$ cat config.mk
export PLATFORM = sky130hd
export DESIGN_NAME = calendar_date_day_number_converter
export DESIGN_NICKNAME = d
export VERILOG_FILES = /design/src/rtl/core/cddn_pkg.sv /design/src/rtl/core/cddn_ctrl.sv /design/src/rtl/core/cddn_dp.sv /design/src/rtl/core/calendar_date_day_number_converter.sv
export SDC_FILE = /design/constraint.sdc
export NUM_CORES = 1
export LEC_CHECK = 0
export BUFFER_PORTS_ARGS = -buffer_cell sky130_fd_sc_hd__buf_2
export CELL_PAD_IN_SITES_DETAIL_PLACEMENT = 1
export CELL_PAD_IN_SITES_GLOBAL_PLACEMENT = 1
export CORE_MARGIN = 3
export CORE_UTILIZATION = 49
export DETAILED_ROUTE_END_ITERATION = 10
export PLACE_DENSITY_LB_ADDON = 0.2
export SETUP_SLACK_MARGIN = 0.05
export SYNTH_ARGS = -nofsm -noshare
export SYNTH_HDL_FRONTEND = slang
export SYNTH_SLANG_ARGS = --single-unit
$ cat constraint.sdc
create_clock -name clock -period 12.85 [get_ports clock]
set_input_delay 0.6425 -clock clock [delete_from_list [all_inputs] [get_ports clock]]
set_output_delay 0.6425 -clock clock [all_outputs]
set_load 0.1 [all_outputs]
$ cat src/rtl/core/cddn_pkg.sv
// ----------------------------------------------------------------------------
// cddn_pkg
// Shared types, constants and calendar helpers for the date / day number
// converter.
// ----------------------------------------------------------------------------
package cddn_pkg;

   localparam int YEAR_SPAN_DEF = 256;
   localparam int BASE_YEAR     = 1900;
   localparam int BASE_MOD400   = 300;

   localparam int YEAR_W = 12;
   localparam int MON_W  = 4;
   localparam int DAY_W  = 5;
   localparam int DN_W   = 17;
   localparam int ST_W   = 3;

   localparam logic [ST_W-1:0] ST_OK       = 3'd0;
   localparam logic [ST_W-1:0] ST_EARLY    = 3'd1;
   localparam logic [ST_W-1:0] ST_BAD_MON  = 3'd2;
   localparam logic [ST_W-1:0] ST_BAD_DAY  = 3'd3;
   localparam logic [ST_W-1:0] ST_SPAN     = 3'd4;

   localparam logic FUNC_TO_DN   = 1'b0;
   localparam logic FUNC_TO_DATE = 1'b1;

   localparam logic [DAY_W-1:0] MONTH_LEN [12] = '{
      5'd31, 5'd28, 5'd31, 5'd30, 5'd31, 5'd30,
      5'd31, 5'd31, 5'd30, 5'd31, 5'd30, 5'd31
   };

   typedef enum logic [1:0] {
      S_IDLE,
      S_YEAR,
      S_MONTH,
      S_FIN
   } state_type;

   typedef struct packed {
      logic load;
      logic year_step;
      logic year_end;
      logic month_step;
      logic finish;
   } dp_cmd_type;

   typedef struct packed {
      logic err;
      logic year_stop;
      logic month_stop;
   } dp_stat_type;

   function automatic logic [DAY_W-1:0] mon_len(input logic leap, input logic [MON_W-1:0] m0);
      logic [DAY_W-1:0] n;
      n = 5'd31;
      if (m0 < 4'd12) begin
         n = MONTH_LEN[m0];
      end
      if (m0 == 4'd1 && leap) begin
         n = 5'd29;
      end
      return n;
   endfunction

   function automatic logic [8:0] year_len(input logic leap);
      return leap ? 9'd366 : 9'd365;
   endfunction

endpackage

$ cat src/rtl/core/cddn_ctrl.sv
// ----------------------------------------------------------------------------
// cddn_ctrl
// Sequencer: accepts a beat, steps the datapath through years and months,
// then hands the result to the output register.
// ----------------------------------------------------------------------------
module cddn_ctrl import cddn_pkg::*; (
   input  logic        clock,
   input  logic        reset,
   input  logic        req_valid,
   output logic        req_stall,
   output logic        rsp_valid,
   input  logic        rsp_stall,
   input  dp_stat_type stat,
   output dp_cmd_type  cmd
);

   state_type state_ff, state_in;
   logic      rsp_valid_ff, rsp_valid_in;
   logic      slot_free;

   assign slot_free = !rsp_valid_ff || !rsp_stall;

   always_comb begin
      state_in = state_ff;
      case (state_ff)
         S_IDLE: begin
            if (req_valid) begin
               state_in = S_YEAR;
            end
         end
         S_YEAR: begin
            if (stat.err) begin
               state_in = S_FIN;
            end else if (stat.year_stop) begin
               state_in = S_MONTH;
            end
         end
         S_MONTH: begin
            if (stat.err || stat.month_stop) begin
               state_in = S_FIN;
            end
         end
         S_FIN: begin
            if (slot_free) begin
               state_in = S_IDLE;
            end
         end
         default: state_in = S_IDLE;
      endcase
   end

   always_comb begin
      cmd       = '0;
      req_stall = 1'b1;
      case (state_ff)
         S_IDLE: begin
            req_stall = 1'b0;
            cmd.load  = req_valid;
         end
         S_YEAR: begin
            if (!stat.err) begin
               cmd.year_end  = stat.year_stop;
               cmd.year_step = !stat.year_stop;
            end
         end
         S_MONTH: begin
            cmd.month_step = !stat.err && !stat.month_stop;
         end
         S_FIN: begin
            cmd.finish = slot_free;
         end
         default: ;
      endcase
   end

   always_comb begin
      rsp_valid_in = rsp_valid_ff;
      if (cmd.finish) begin
         rsp_valid_in = 1'b1;
      end else if (!rsp_stall) begin
         rsp_valid_in = 1'b0;
      end
   end

   assign rsp_valid = rsp_valid_ff;

   always_ff @(posedge clock) begin
      if (reset) begin
         state_ff     <= S_IDLE;
         rsp_valid_ff <= 1'b0;
      end else begin
         state_ff     <= state_in;
         rsp_valid_ff <= rsp_valid_in;
      end
   end

endmodule

$ cat src/rtl/core/cddn_dp.sv
// ----------------------------------------------------------------------------
// cddn_dp
// Datapath: range checks, year and month walk with a running total or
// remainder, leap tracking by mod-100 / mod-400 counters, result register.
// ----------------------------------------------------------------------------
module cddn_dp import cddn_pkg::*; #(
   parameter int YEAR_SPAN = YEAR_SPAN_DEF
) (
   input  logic              clock,
   input  dp_cmd_type        cmd,
   output dp_stat_type       stat,
   input  logic              req_func,
   input  logic [YEAR_W-1:0] req_in_year,
   input  logic [MON_W-1:0]  req_in_month,
   input  logic [DAY_W-1:0]  req_in_day,
   input  logic [DN_W-1:0]   req_in_day_number,
   output logic [DN_W-1:0]   rsp_out_day_number,
   output logic [YEAR_W-1:0] rsp_out_year,
   output logic [MON_W-1:0]  rsp_out_month,
   output logic [DAY_W-1:0]  rsp_out_day,
   output logic [ST_W-1:0]   rsp_status
);

   localparam int SUM_MAX = YEAR_SPAN * 366 + 400;
   localparam int SUM_W   = $clog2(SUM_MAX + 1);
   localparam int ACC_W   = (SUM_W > DN_W) ? SUM_W : DN_W;
   localparam logic [YEAR_W-1:0] YEAR_LIMIT = YEAR_W'(BASE_YEAR + YEAR_SPAN);
   localparam logic [YEAR_W-1:0] YEAR_BASE  = YEAR_W'(BASE_YEAR);
   localparam logic [ACC_W:0]    DN_MAX     = (ACC_W+1)'(2**DN_W - 1);

   logic              func_ff;
   logic [YEAR_W-1:0] ytgt_ff;
   logic [MON_W-1:0]  mtgt_ff;
   logic [DAY_W-1:0]  dtgt_ff;
   logic [ACC_W-1:0]  rem_ff, rem_in;
   logic [YEAR_W-1:0] yr_ff, yr_in;
   logic [6:0]        c100_ff, c100_in;
   logic [8:0]        c400_ff, c400_in;
   logic [MON_W-1:0]  mon_ff, mon_in;
   logic [ST_W-1:0]   st_ff, st_in;

   logic [DN_W-1:0]   odn_ff, odn_in;
   logic [YEAR_W-1:0] oyr_ff, oyr_in;
   logic [MON_W-1:0]  omon_ff, omon_in;
   logic [DAY_W-1:0]  oday_ff, oday_in;
   logic [ST_W-1:0]   ost_ff, ost_in;

   logic             leap;
   logic [8:0]       ylen;
   logic [DAY_W-1:0] mlen;
   logic [DAY_W-1:0] tlen;
   logic [MON_W-1:0] mlast;
   logic [ACC_W:0]   total;

   assign leap  = (yr_ff[1:0] == 2'd0) && ((c100_ff != 7'd0) || (c400_ff == 9'd0));
   assign ylen  = year_len(leap);
   assign mlen  = mon_len(leap, mon_ff);
   assign mlast = mtgt_ff - 4'd1;
   assign tlen  = mon_len(leap, mlast);
   assign total = {1'b0, rem_ff} + (ACC_W+1)'(dtgt_ff);

   always_comb begin
      stat.err = (st_ff != ST_OK);
      if (func_ff == FUNC_TO_DN) begin
         stat.year_stop  = (yr_ff == ytgt_ff);
         stat.month_stop = (mon_ff == mlast);
      end else begin
         stat.year_stop  = (yr_ff == YEAR_LIMIT) || (rem_ff <= ACC_W'(ylen));
         stat.month_stop = (mon_ff == 4'd11) || (rem_ff <= ACC_W'(mlen));
      end
   end

   always_comb begin
      rem_in  = rem_ff;
      yr_in   = yr_ff;
      c100_in = c100_ff;
      c400_in = c400_ff;
      mon_in  = mon_ff;
      st_in   = st_ff;
      if (cmd.load) begin
         yr_in   = YEAR_BASE;
         c100_in = 7'd0;
         c400_in = 9'(BASE_MOD400);
         mon_in  = '0;
         if (req_func == FUNC_TO_DN) begin
            rem_in = '0;
            if (req_in_year < YEAR_BASE) begin
               st_in = ST_EARLY;
            end else if (req_in_year >= YEAR_LIMIT) begin
               st_in = ST_SPAN;
            end else if (req_in_month < 4'd1 || req_in_month > 4'd12) begin
               st_in = ST_BAD_MON;
            end else begin
               st_in = ST_OK;
            end
         end else begin
            rem_in = ACC_W'(req_in_day_number);
            st_in  = (req_in_day_number == '0) ? ST_SPAN : ST_OK;
         end
      end else if (cmd.year_step) begin
         if (func_ff == FUNC_TO_DN) begin
            rem_in = rem_ff + ACC_W'(ylen);
         end else begin
            rem_in = rem_ff - ACC_W'(ylen);
         end
         yr_in   = yr_ff + 12'd1;
         c100_in = (c100_ff == 7'd99) ? 7'd0 : c100_ff + 7'd1;
         c400_in = (c400_ff == 9'd399) ? 9'd0 : c400_ff + 9'd1;
      end else if (cmd.year_end) begin
         if (func_ff == FUNC_TO_DN) begin
            if (dtgt_ff == '0 || dtgt_ff > tlen) begin
               st_in = ST_BAD_DAY;
            end
         end else if (yr_ff == YEAR_LIMIT) begin
            st_in = ST_SPAN;
         end
      end else if (cmd.month_step) begin
         if (func_ff == FUNC_TO_DN) begin
            rem_in = rem_ff + ACC_W'(mlen);
         end else begin
            rem_in = rem_ff - ACC_W'(mlen);
         end
         mon_in = mon_ff + 4'd1;
      end
   end

   always_comb begin
      odn_in  = odn_ff;
      oyr_in  = oyr_ff;
      omon_in = omon_ff;
      oday_in = oday_ff;
      ost_in  = ost_ff;
      if (cmd.finish) begin
         odn_in  = '0;
         oyr_in  = '0;
         omon_in = '0;
         oday_in = '0;
         ost_in  = st_ff;
         if (st_ff == ST_OK) begin
            if (func_ff == FUNC_TO_DN) begin
               if (total > DN_MAX) begin
                  ost_in = ST_SPAN;
               end else begin
                  odn_in = total[DN_W-1:0];
               end
            end else begin
               oyr_in  = yr_ff;
               omon_in = mon_ff + 4'd1;
               oday_in = rem_ff[DAY_W-1:0];
            end
         end
      end
   end

   always_ff @(posedge clock) begin
      if (cmd.load) begin
         func_ff <= req_func;
         ytgt_ff <= req_in_year;
         mtgt_ff <= req_in_month;
         dtgt_ff <= req_in_day;
      end
      rem_ff  <= rem_in;
      yr_ff   <= yr_in;
      c100_ff <= c100_in;
      c400_ff <= c400_in;
      mon_ff  <= mon_in;
      st_ff   <= st_in;
      odn_ff  <= odn_in;
      oyr_ff  <= oyr_in;
      omon_ff <= omon_in;
      oday_ff <= oday_in;
      ost_ff  <= ost_in;
   end

   assign rsp_out_day_number = odn_ff;
   assign rsp_out_year       = oyr_ff;
   assign rsp_out_month      = omon_ff;
   assign rsp_out_day        = oday_ff;
   assign rsp_status         = ost_ff;

endmodule

$ cat src/rtl/core/calendar_date_day_number_converter.sv
// ----------------------------------------------------------------------------
// calendar_date_day_number_converter
// Gregorian date <-> serial day number (1 Jan 1900 = day 1), with range
// and validity checks over YEAR_SPAN years.
//
//   channel  ports                                         dir
//   req      req_valid/req_stall, req_func, req_in_*       in
//   rsp      rsp_valid/rsp_stall, rsp_out_*, rsp_status    out
//
// One beat at a time: the beat is accepted, the datapath walks the years
// and then the months, and the result register is loaded; a bad year, month
// or zero day number skips the walk. The load waits while a stalled result
// holds the output register; no new beat is taken until the load is done.
// Synchronous active-high reset clears the sequencer and rsp_valid.
// ----------------------------------------------------------------------------
module calendar_date_day_number_converter import cddn_pkg::*; #(
   parameter int YEAR_SPAN = YEAR_SPAN_DEF
) (
   input  logic              clock,
   input  logic              reset,
   input  logic              req_valid,
   output logic              req_stall,
   input  logic              req_func,
   input  logic [YEAR_W-1:0] req_in_year,
   input  logic [MON_W-1:0]  req_in_month,
   input  logic [DAY_W-1:0]  req_in_day,
   input  logic [DN_W-1:0]   req_in_day_number,
   output logic              rsp_valid,
   input  logic              rsp_stall,
   output logic [DN_W-1:0]   rsp_out_day_number,
   output logic [YEAR_W-1:0] rsp_out_year,
   output logic [MON_W-1:0]  rsp_out_month,
   output logic [DAY_W-1:0]  rsp_out_day,
   output logic [ST_W-1:0]   rsp_status
);

   dp_cmd_type  cmd;
   dp_stat_type stat;

   cddn_ctrl u_ctrl (
      .clock     (clock),
      .reset     (reset),
      .req_valid (req_valid),
      .req_stall (req_stall),
      .rsp_valid (rsp_valid),
      .rsp_stall (rsp_stall),
      .stat      (stat),
      .cmd       (cmd)
   );

   cddn_dp #(
      .YEAR_SPAN (YEAR_SPAN)
   ) u_dp (
      .clock              (clock),
      .cmd                (cmd),
      .stat               (stat),
      .req_func           (req_func),
      .req_in_year        (req_in_year),
      .req_in_month       (req_in_month),
      .req_in_day         (req_in_day),
      .req_in_day_number  (req_in_day_number),
      .rsp_out_day_number (rsp_out_day_number),
      .rsp_out_year       (rsp_out_year),
      .rsp_out_month      (rsp_out_month),
      .rsp_out_day        (rsp_out_day),
      .rsp_status         (rsp_status)
   );

endmodule
Word level (Yosys, flattened, before mapping)
Memory sizes are Yosys's and may differ from the RTL's.
Index checks and enable logic that the tools add are counted.
W data, S select, Z words.

word-level totals
  flip-flop bits (word level) = 118
  latch bits = 0
  RAM bits = 0
  memory bits (read-only) = 160
  logic and storage cells = 145
  memories kept = 2

operators by class
  add/subtract/negate cells = 10
  multiply operators = 0
  div/mod/pow operators = 0
  magnitude comparators = 12
  equal/unequal tests = 19
  shift operators = 0
  multiplexer cells = 47
  bitwise logic cells = 5
  reductions and logical operators = 33

memory list
  name              words  width  read ports  clocked after Yosys merged registers in  wr ports  RTL line        RTL
  (name not given)  16     5      1           0                                        0         cddn_pkg.sv:57  n = MONTH_LEN[m0];
  (name not given)  16     5      1           0                                        0         cddn_pkg.sv:57

operators with widths
  operator                 count
  $mux W17                 7
  $mux W5                  8
  $mux W3                  13
  $mux W2                  10
  $add A17 B5 Y18          1
  $gt A18 B17 Y1 const B   1
  $add A17 B5 Y17          1
  $add A17 B9 Y17          1
  $le A17 B5 Y1            1
  $le A17 B9 Y1            1
  $logic_not A17 Y1        1
  $sub A17 B5 Y17          1
  $sub A17 B9 Y17          1
  $add A12 B1 Y12 const B  1
  $eq A12 B12 Y1           1
  $eq A12 B12 Y1 const B   1
  $ge A12 B12 Y1 const B   1
  $lt A12 B11 Y1 const B   1
  $ge A5 B5 Y1 const B     2
  $not A4 Y5               2
  $add A9 B1 Y9 const B    1
  $eq A9 B9 Y1 const B     1
  $logic_not A9 Y1         1
  $mux W9                  1
  34 further kinds         66

Logic depth before layout (Yosys ltp)
Gate-level depths: netlist of the first run.

  depth after elaboration = 16
  gate-level depth with buffers = 18
  mapped depth without buffers = 18

Cells and area by module
A second synthesis of the first run with hierarchy kept.

second synthesis, totals
  cells, all modules = 718
  area, all modules = 7179.4 µm²

by module, submodules not included
  module     instances  cells an instance  area each (µm²)
  cddn_dp    1          684                6902.9
  cddn_ctrl  1          34                 276.5

Worst setup path after synthesis of the first run
Ideal clock, no wire load.

  kind = register to register
  start point = register u_ctrl.rsp_valid_ff, in the netlist u_ctrl.rsp_valid
  end point = register u_dp.oday_ff[0], in the netlist u_dp.rsp_out_day[0] (enable)
  setup time = 0.502 ns
  data arrival time = 3.807 ns
  required time = 12.348 ns
  slack = 8.541 ns
  cell stages (with the launch flop) = 2
  path buffers = 0
  clock period less this slack = 4.309 ns
  cell sequence = dfxtp_1 -> a21boi_0

RTL lines
  element                 RTL line         RTL
  start, declared         cddn_ctrl.sv:18  logic rsp_valid_ff, rsp_valid_in;
  start signal, assigned  cddn_ctrl.sv:93  rsp_valid_ff <= rsp_valid_in;
  end signal, assigned    cddn_dp.sv:171   oday_ff <= oday_in;
  end, declared           cddn_dp.sv:45    logic [DAY_W-1:0] oday_ff, oday_in;

Worst setup path in the final report of the first run
  start point = register u_dp.c400_ff[3]
  end point = register u_dp.rem_ff[1], data pin

between the ends
  word-level cells in the longest chain between the ends = 12

ends and longest elaborated chain
  element                 RTL line         RTL
  start, declared         cddn_dp.sv:38    logic [8:0] c400_ff, c400_in;
  start signal, assigned  cddn_dp.sv:165   c400_ff <= c400_in;
  $logic_not A9 Y1 *      cddn_dp.sv:55    assign leap = (yr_ff[1:0] == 2'd0) && ((c100_ff != 7'd0) || (c400_ff == 9'd0));
  $logic_or A1 B1 Y1 *    cddn_dp.sv:55
  $logic_and A1 B1 Y1 *   cddn_dp.sv:55
  $mux W2                 cddn_pkg.sv:66   return leap ? 9'd366 : 9'd365;
  $le A17 B9 Y1           cddn_dp.sv:68    stat.year_stop = (yr_ff == YEAR_LIMIT) || (rem_ff <= ACC_W'(ylen));
  $logic_or A1 B1 Y1      cddn_dp.sv:68
  $mux W2                 cddn_dp.sv:64    if (func_ff == FUNC_TO_DN) begin
  $logic_not A1 Y1        cddn_ctrl.sv:63  cmd.year_step = !stat.year_stop;
  $mux W2                 cddn_ctrl.sv:61  if (!stat.err) begin
  $mux W2                 cddn_ctrl.sv:55  case (state_ff)
  $mux W17 *              cddn_dp.sv:100   end else if (cmd.year_step) begin
  $mux W17 *              cddn_dp.sv:80    if (cmd.load) begin
  via u_dp.rem_in[1]      cddn_dp.sv:35    logic [ACC_W-1:0] rem_ff, rem_in;
  end signal, assigned    cddn_dp.sv:162   rem_ff <= rem_in;
  end, declared           cddn_dp.sv:35

Mark *: on every way through the listed nets, which the timed path passes. The rest lies on a longest branch. The select of a mux whose other input is x is not followed.
A chain may end at the register's enable or synchronous reset.

==> impl_metrics.env, run 1 <==
export IMPL_numCtsBuffers=17
export IMPL_use_met3_pct=5.98
export IMPL_finalCriticalPeriod_ns=4.80
export IMPL_nets=901
export IMPL_synth_simple_area_share_pct=20.8
export IMPL_stdcell_count=1020
export IMPL_clkTransAtPathRegs_ns=0.06
export IMPL_coreArea_mm2=0.0146
export IMPL_synthXorXnorAreaFrac_pct=6.87
export IMPL_cp_max_fo=31
export IMPL_critPathSlowestCell="a41oi_1"
export IMPL_post_cts_resized=0
export IMPL_pwr_share_clk_pct=26.4
export IMPL_initial_core_util_pct=50.3
export IMPL_n_antenna_cell=0
export IMPL_grtUsageMet2_pct=47.2
export IMPL_p_sw_share_pct=44.2
export IMPL_arrival_ns=5.06
export IMPL_synth_cells=761
export IMPL_worstSetupEndpointType="flop"
export IMPL_avgSynthCellArea_um2=9.64
export IMPL_ir_worst_vdd_uv=117
export IMPL_final_layout_size_suffix_gt1_share_pct=17.8
export IMPL_grt_most_used_layer="met2"
export IMPL_worstSkewPairLatency_ns=0.43
export IMPL_grt_overflow_total=0
export IMPL_yosysTopAreaCell="edfxtp_1"
export IMPL_totalWireLength_um=23100
export IMPL_dieWidth_um=128
export IMPL_dieArea_mm2=0.0165
export IMPL_placed_cells=988
export IMPL_final_util_pct=57.5
export IMPL_synth_edff_count=83
export IMPL_htree_levels=4
export IMPL_cp_start_kind="flop"
export IMPL_mappedNetlistArea_mm2=0.00734
export IMPL_nFillCells=1667
export IMPL_clockRootBuffer="clkbuf_16"
export IMPL_antenna_found_initial=0
export IMPL_relSlewSlack_pct=38.2
export IMPL_synthAdderAreaFrac_pct=6.48
export IMPL_row_count=44
export IMPL_finClkSkew_ns=0.00796
export IMPL_track_usage_pct=28.7
export IMPL_fin_ws_ns=8.06
export IMPL_critPathMaxStageDelay_ns=0.73
export IMPL_yosysUniqueCellTypes=77
export IMPL_grt_max_degree=64
export IMPL_cap_violations=0
export IMPL_use_met1_pct=37.0
export IMPL_drt_iter0_markers=409
export IMPL_numClockSinks=118
export IMPL_pin_count=86
export IMPL_drc=0
export IMPL_worstHoldPathType="in -> reg"
export IMPL_ys_seq_area_share_pct=43.5
export IMPL_place_ws_ns=8.07
export IMPL_ant_nets=0
export IMPL_vias=6413
export IMPL_criticalPathCategory="reg -> reg"
export IMPL_timing_final_hold_violations=0
export IMPL_synth_area_leaders="edfxtp_1, dfxtp_1, ha_1"
export IMPL_holdWs_ns=0.389
export IMPL_p_int_uw=1050
export IMPL_rsz0062_at_grt="false"
export IMPL_synth_compound_area_share_pct=15.6
export IMPL_syn_nets=839
export IMPL_synth_top_family_by_area="simple AND/OR/NAND/NOR gates"
export IMPL_cp_cell_sequence="nor4_1 > nand3_1 > a41oi_1 > inv_1 > ha_1 > nor2b_1 > o311a_1 > o211ai_1 > a211oi_2 > buf_4 > nor2_2 > mux4_2 > o21ai_0"
export IMPL_max_freq_mhz=209
export IMPL_yosysWarnings=0
export IMPL_first_global_vias=6727
export IMPL_area_growth_pct=14.3
export IMPL_postCtsHoldBufs=0
export IMPL_sequentialPowerShare_pct=34.2
export IMPL_slew_violations=0
export IMPL_power_switching_uw=833
export IMPL_post_cts_buffers=0
export IMPL_synth_ff_type="edfxtp_1"
export IMPL_finalSetupViolCount=0
export IMPL_required_ns=13.12
export IMPL_clockBufferDepth=2
export IMPL_async_reset_ff_share_pct=0
export IMPL_dp_hpwl_um=16400
export IMPL_gp_congestion=0.875
export IMPL_pwr_share_comb_pct=39.4
export IMPL_max_slew_worst_pin_slew_ns=0.928
export IMPL_port_buffers=85
export IMPL_vias_per_cell=6.29
export IMPL_synth_top_area_share_pct=34.0
export IMPL_status="complete, no violations"
export IMPL_grt_pass1_wl_um=36500
export IMPL_final_setup_tns_ns=0
export IMPL_synth_seq_cells=118
export IMPL_powerDensity_mw_per_mm2=225
export IMPL_wl_per_cell_um=22.7
export IMPL_first_pass_iters=5
export IMPL_leakagePower_uw=0.00320
export IMPL_fin_crit_sh_pct=37.3
export IMPL_cts_tree="done"
export IMPL_die_h_um=128
export IMPL_synth_mux_area_share_pct=1.01
-- synth_stat cells, types with 3 or more instances --
master,number
a2111oi_2,3
a211oi_1,6
a21o_1,4
a21oi_1,33
a22oi_1,5
a31oi_1,14
and2_1,10
and3_1,19
and3b_1,3
and4_1,4
buf_2,10
buf_4,5
buf_6,7
clkbuf_1,24
dfxtp_1,35
edfxtp_1,83
fa_1,5
ha_1,30
inv_1,38
mux2i_1,4
nand2_1,54
nand3_1,32
nand4_1,16
nor2_1,74
nor2b_1,5
nor3_1,22
nor4_1,10
o2111ai_1,10
o211ai_1,12
o21ai_0,33
o21bai_1,5
o22ai_1,7
o31ai_1,5
o41ai_1,3
or2_2,3
or3_1,16
or4_1,6
xnor2_1,38
xor2_1,17
-- sequential cells by signal, summed over array words and instances (netlist names) --
signal                   count
u_dp.rsp_status              3
u_ctrl.state_ff              2
u_dp.rsp_out_month           4
u_dp.rsp_out_day_number     17
u_dp.rem_ff                 17
u_ctrl.rsp_valid             1
u_dp.rsp_out_day             5
u_dp.yr_ff                  12
u_dp.func_ff                 1
u_dp.mtgt_ff                 4
u_dp.mon_ff                  4
u_dp.ytgt_ff                12
u_dp.st_ff                   3
u_dp.c400_ff                 9
u_dp.rsp_out_year           12
u_dp.c100_ff                 7
u_dp.dtgt_ff                 5
-- cells in the final DEF (no fill, tap or decap), drive strengths merged, types with 6 or more instances in the layout --
cell	instances
xnor2	38
and2	11
o21ai	34
a31oi	14
inv	48
o2111ai	10
dfxtp	35
nor2	75
buf	92
nand2	55
and3	19
nor4	12
a21oi	33
ha	30
or4	6
o211ai	12
or3	18
xor2	17
nor3	23
nand4	16
a211oi	7
edfxtp	83
o22ai	7
clkbuf	17
nand3	32
-- per-stage QoR --
stage | total power [µW] | instance area, µm²
final | 1890 | 8390
after global routing | 1980 | 8390
after CTS | 1880 | 8390
after detailed placement | 1380 | 7780
after global placement | 1340 | 7780
after floorplan | 1170 | 7340
-- metal layers --
layer	wire, µm	vias to the layer above
met5	0	-
met4	750	0
met3	1400	52
met2	11100	227
met1	9850	3202
li1	-	2932
-- worst paths after layout --
kind                        start         endpoint  slack, ns  cells after the start
setup reg to reg  u_dp.c400_ff[3]   u_dp.rem_ff[1]       8.06                     13
hold reg to reg   u_dp.c400_ff[1]  u_dp.c400_ff[1]       0.49                      2
hold / removal     req_in_year[1]  u_dp.ytgt_ff[1]       0.39                      1
setup / recovery  u_dp.c400_ff[3]   u_dp.rem_ff[1]       8.06                     13
-- worst max-delay path, delay by kind of cell (launching register included) --
family | cells | cell delay [ns]
compound gates | 5 | 1.60
mux | 1 | 0.57
buf+inv | 2 | 0.54
flops | 1 | 0.38
simple gates | 4 | 1.14
fa+ha+maj | 1 | 0.39
-- logic make-up (layout without fill, tap and decap cells) --
logic type,after synthesis,after routing
AND/OR/NAND/NOR,291,291
XOR/XNOR,56,56
buffers and inverters,88,163
adder cells (fa/ha/maj),35,35
flip-flops,118,118
multiplexers,6,6
AO/OA/AOI/OAI,167,167
-- power by group through the flow --
stage,combinational (µW),clock [µW],sequential (µW)
6_report,743,497,645
5_1_grt,807,521,655
4_1_cts,737,503,639
3_5_place_dp,730,0,646
3_3_place_gp,697,0,639
2_1_floorplan,524,0,650
-- cell type report --
cell class                 instances  area [µm²]  share of cell area (%)
multi-input combinational        555        3730                    44.5
sequential                       118        3190                    38.1
timing repair buffer              92         478                    5.70
clock buffer                      17         425                    5.07
tap                              184         230                    2.74
clock inverter                    15         185                    2.21
inverter                          39         146                    1.74
Power figures use the tool's default switching activity.
==> run 2: changes to the inputs <==
CORE_UTILIZATION = 46   (was 49)
clock period = 4.9 ns   (was 12.85 ns; I/O delays follow)
==> run 2 against run 1 <==
Sequential power rose to 2.6 times the previous value. Power rose to 2.6 times the previous value. Largest cell class unchanged. Clock skew rose by 0.0033 ns. Global-route usage fell by 2.5 points. Critical endpoint is now u_dp.rem_ff[16]. Non-clock buffer count rose by 19. Final area rose by 2.2%.
==> impl_metrics.env, run 2 (synthesis results as in run 1) <==
export IMPL_worstSetupEndpointType="flop"
export IMPL_ant_nets=0
export IMPL_vias=6385
export IMPL_vias_per_cell=5.99
export IMPL_finalCriticalPeriod_ns=3.98
export IMPL_layout_commonest_cell="buf_2"
export IMPL_die_h_um=132
export IMPL_final_cell_mix="buf_2, edfxtp_1, nor2_1, nand2_1"
export IMPL_dieArea_mm2=0.0175
export IMPL_rsz0062_at_grt="false"
export IMPL_initial_core_util_pct=47.6
export IMPL_area_growth_pct=16.9
export IMPL_row_count=45
export IMPL_cts_tree="done"
export IMPL_holdWs_ns=0.0242
export IMPL_first_pass_iters=5
export IMPL_wl_per_cell_um=21.2
export IMPL_worstSkewPairLatency_ns=0.43
export IMPL_place_ws_ns=0.973
export IMPL_max_slew_worst_pin_slew_ns=0.787
export IMPL_coreArea_mm2=0.0154
export IMPL_placed_cells=1022
export IMPL_pin_count=86
export IMPL_track_usage_pct=26.2
export IMPL_relSlewSlack_pct=47.0
export IMPL_drc=0
export IMPL_nets=920
export IMPL_port_buffers=85
export IMPL_cp_max_fo=6
export IMPL_final_layout_size_suffix_gt1_share_pct=17.9
export IMPL_slew_violations=0
export IMPL_grt_most_used_layer="met2"
export IMPL_required_ns=5.15
export IMPL_ir_worst_vdd_uv=300
export IMPL_first_global_vias=6655
export IMPL_final_setup_tns_ns=0
export IMPL_reg2regPathDepth=18
export IMPL_grt_overflow_total=0
export IMPL_final_util_pct=55.6
export IMPL_fin_ws_ns=0.923
export IMPL_arrival_ns=4.22
export IMPL_leakagePower_uw=0.00327
export IMPL_fin_crit_sh_pct=81.2
export IMPL_status="complete, no violations"
export IMPL_timing_final_hold_violations=0
export IMPL_grtUsageMet2_pct=44.2
export IMPL_dieWidth_um=132
export IMPL_finClkSkew_ns=0.0113
export IMPL_clockBufferDepth=2
export IMPL_n_antenna_cell=0
export IMPL_dp_hpwl_um=15900
export IMPL_gp_congestion=0.909
export IMPL_worstHoldPathType="in -> reg"
export IMPL_numCtsBuffers=17
export IMPL_numClockSinks=118
export IMPL_powerDensity_mw_per_mm2=571
export IMPL_max_freq_mhz=251
export IMPL_clkTransAtPathRegs_ns=0.06
export IMPL_grt_max_degree=51
export IMPL_clockRootBuffer="clkbuf_16"
export IMPL_drt_iter0_markers=443
export IMPL_stdcell_count=1066
export IMPL_antenna_found_initial=0
export IMPL_grt_pass1_wl_um=36400
export IMPL_use_met1_pct=33.9
export IMPL_criticalPathCategory="reg -> reg"
export IMPL_cp_start_kind="flop"
export IMPL_post_cts_resized=0
export IMPL_use_met3_pct=6.07
export IMPL_totalWireLength_um=22600
export IMPL_finalSetupViolCount=0
export IMPL_htree_levels=4
export IMPL_nFillCells=1765
export IMPL_hold_path_depth=1
export IMPL_cap_violations=0
[run 2: cell types whose count changed in the layout (fill, tap and decap cells not counted), sizes merged]
cell,delta
clkinvlp,+1
buf,+7
clkbuf,+3
bufinv,+1
dlygate4sd3,+12
inv,-8
clkinv,+3
[run 2: final timing paths]
kind	from	endpoint	slack, ns
worst min register to register	u_dp.c400_ff[1]	u_dp.c400_ff[1]	0.51
worst max-delay path	u_dp.c400_ff[2]	u_dp.rem_ff[16]	0.92
worst max register to register	u_dp.c400_ff[2]	u_dp.rem_ff[16]	0.92
worst min-delay path	req_in_year[11]	u_dp.ytgt_ff[11]	0.02
[run 2: layout make-up]
class,instances,area (µm²),share of cell area [%]
Multi-Input combinational cell,555,3730,43.5
Sequential cell,118,3190,37.2
Timing Repair Buffer,111,651,7.59
Clock buffer,20,437,5.09
Tap cell,211,264,3.08
Clock inverter,12,155,1.81
Inverter,39,146,1.71
[run 2: routing by layer]
| metal | up-vias | routed length (µm) |
|---|---|---|
| li1 | 2966 | - |
| met2 | 206 | 11100 |
| met4 | 0 | 390 |
| met5 | - | 0 |
| met1 | 3182 | 9780 |
| met3 | 31 | 1270 |
[run 2: report_power, final]
part	switching [µW]	internal [µW]	leakage (µW)
logic	1260	672	0.00191
clock network	478	800	0.000284
registers	346	1340	0.00107
total	2090	2810	0.00327
[run 2: stage by stage]
step / area (µm²) / total power [µW]
after detailed placement: 7870 / 3580
after floorplan: 7340 / 3080
after global placement: 7870 / 3510
final: 8580 / 4890
after global routing: 8580 / 5180
after CTS: 8580 / 4890
[run 2: repair_timing]
action | in CTS | in global routing
buffers inserted | 0 | 0
hold buffers | 12 | 0
endpoints found under the hold margin | 12 | 0
setup endpoints to repair | 0 | 0
[run 2: worst max-delay path, stage by stage, from the launching register on]
cell and delay (ns):
dfxtp_1 0.36, nor4_1 0.32, nand3_1 0.16, a41oi_1 0.22
buf_4 0.20, a21oi_1 0.08, mux2i_1 0.14, nor2_1 0.05
a31oi_1 0.21, ha_1 0.22, inv_1 0.06, fa_1 0.41
nand4_1 0.17, nand3_1 0.11, o22ai_1 0.22, o21ai_1 0.11
or3_1 0.34, and3b_1 0.18, o31ai_1 0.23
==> run 3: changes to the inputs <==
CORE_UTILIZATION = 41   (was 46)
clock period = 3.4 ns   (was 4.9 ns; I/O delays follow)
==> run 3 against run 2 <==
The flow now finishes with violations (negative setup slack). Hold slack better by 0.045 ns. Global-route usage is 0.56 points higher. First-iteration DRC count is 2.7% lower. Clock skew is 0.0031 ns higher. Routed wire length is 20% higher. Final area is 17% higher. Count of clock-buffer cells in the layout is 3 lower. Largest cell class unchanged.
==> impl_metrics.env, run 3 (synthesis results as in run 1) <==
export IMPL_p_int_uw=4480
export IMPL_dieArea_mm2=0.0195
export IMPL_n_antenna_cell=0
export IMPL_row_count=48
export IMPL_required_ns=3.66
export IMPL_fin_crit_sh_pct=109
export IMPL_final_cell_mix="buf_4, buf_2, edfxtp_1, nor2_1, nand2_1"
export IMPL_grt_pass1_wl_um=41100
export IMPL_finalSetupViolCount=37
export IMPL_dp_hpwl_um=17800
export IMPL_placed_cells=1104
export IMPL_grt_overflow_total=0
export IMPL_crit_path_frequent_cell="nand3_1"
export IMPL_gp_congestion=0.897
export IMPL_criticalPathCategory="reg -> reg"
export IMPL_track_usage_pct=26.8
export IMPL_fin_ws_ns=-0.304
export IMPL_totalWireLength_um=27100
export IMPL_pwr_share_comb_pct=51.3
export IMPL_initial_core_util_pct=42.1
export IMPL_layout_commonest_cell="buf_4"
export IMPL_leakagePower_uw=0.00388
export IMPL_rsz0062_at_grt="true"
export IMPL_finalCriticalPeriod_ns=3.70
export IMPL_coreArea_mm2=0.0174
export IMPL_first_global_vias=7581
export IMPL_cts_tree="done"
export IMPL_relSlewSlack_pct=46.5
export IMPL_nFillCells=1885
export IMPL_clockRootBuffer="clkbuf_16"
export IMPL_cp_cell_sequence="nor4_2 > nand3_1 > a41oi_4 > a21oi_2 > mux2i_1 > nor2_1 > a31oi_2 > ha_2 > inv_2 > fa_2 > nand4_1 > nand3_1 > o22ai_2 > o21ai_1 > or3_1 > and3b_1 > o31ai_1"
export IMPL_cap_violations=0
export IMPL_sequentialPowerShare_pct=27.6
export IMPL_arrival_ns=3.96
export IMPL_grt_max_degree=42
export IMPL_pwr_share_clk_pct=21.1
export IMPL_vias_per_cell=5.92
export IMPL_nets=1024
export IMPL_stdcell_count=1184
export IMPL_power_switching_uw=3590
export IMPL_area_growth_pct=37.0
export IMPL_cp_start_kind="flop"
export IMPL_p_sw_share_pct=44.5
export IMPL_vias=7005
export IMPL_critPathMaxStageDelay_ns=0.37
export IMPL_htree_levels=4
export IMPL_numClockSinks=118
export IMPL_max_slew_worst_pin_slew_ns=0.802
export IMPL_worstSkewPairLatency_ns=0.43
export IMPL_violations="negative setup slack"
export IMPL_finClkSkew_ns=0.0143
export IMPL_pin_count=86
export IMPL_clkTransAtPathRegs_ns=0.07
export IMPL_wl_per_cell_um=22.9
export IMPL_worstHoldPathType="in -> reg"
export IMPL_status="finished, violations left"
export IMPL_powerDensity_mw_per_mm2=803
export IMPL_antenna_found_initial=0
export IMPL_timing_final_hold_violations=0
export IMPL_die_h_um=140
export IMPL_drc=0
export IMPL_drt_iter0_markers=431
export IMPL_clockBufferDepth=2
export IMPL_dieWidth_um=140
export IMPL_cp_max_fo=3
export IMPL_final_setup_tns_ns=-4.31
export IMPL_worstSetupEndpointType="flop"
export IMPL_first_pass_iters=6
export IMPL_port_buffers=85
export IMPL_ant_nets=0
export IMPL_ir_worst_vdd_uv=454
export IMPL_numCtsBuffers=17
export IMPL_max_freq_mhz=270
export IMPL_slew_violations=0
export IMPL_critPathSlowestCell="or3_1"
export IMPL_final_layout_size_suffix_gt1_share_pct=34.4
## run 3: metrics by stage
step	instance area [µm²]	setup WS [ns]	power [µW]	hold slack [ns]	utilization, %
after floorplan	7360	0.0565	4440	0.239	-
after global placement	8420	-0.185	5460	0.350	48.4
after detailed placement	8420	-0.373	5620	0.348	48.4
after CTS	9640	-0.227	7700	0.0582	55.4
after global routing	10100	-0.354	8440	0.0874	57.7
final	10100	-0.304	8070	0.0688	57.7
## run 3: metal layers
metal	vias to the layer above	track usage [%]	part of all wire, %
met5	-	0	0
li1	3186	-	-
met2	278	47.6	51
met1	3463	31.7	40
met4	0	9.89	3.4
met3	78	5.67	5.9
## run 3: final timing paths
kind | startpoint | to | slack [ns] | depth (start not counted)
worst min-delay path | req_in_day_number[11] | u_dp.rem_ff[11] | 0.07 | 3
worst max register to register | u_dp.c400_ff[2] | u_dp.rem_ff[16] | -0.30 | 17
worst max-delay path | u_dp.c400_ff[2] | u_dp.rem_ff[16] | -0.30 | 17
worst min register to register | u_dp.st_ff[1] | u_dp.rsp_status[1] | 0.52 | 0
## run 3: area by class of cell
class	count	area (µm²)	share of cell area [%]
Clock inverter	15	121	1.21
Clock buffer	17	425	4.23
Tap cell	225	282	2.80
Timing Repair Buffer	212	1550	15.4
Inverter	39	146	1.46
Multi-Input combinational cell	558	4340	43.2
Sequential cell	118	3190	31.8
## run 3: power by group through the flow
stage	sequential, µW	clock (µW)	combinational (µW)
after floorplan	2450	0	1990
after global placement	2210	0	3250
after detailed placement	2230	0	3390
after CTS	2200	1720	3780
after global routing	2260	1780	4390
final	2230	1700	4140
## run 3: critical path, delay by kind of cell (launching register included)
kind	cells	cell delay [ns]
DFF	1	0.32
buffers and inverters	1	0.05
and+or+nand+nor	7	1.33
adders and majority gates	2	0.59
AOI/OAI and AO/OA	6	1.11
muxes	1	0.14
## run 3: what timing repair did
| action | CTS | global route |
|---|---|---|
| pin swaps | 31 | 38 |
| resized for setup | 69 | 70 |
| gates cloned | 3 | 2 |
| setup endpoints to repair | 58 | 71 |
| setup buffers | 16 | 7 |
| endpoints found under the hold margin | 24 | 0 |
| hold buffers | 22 | 0 |
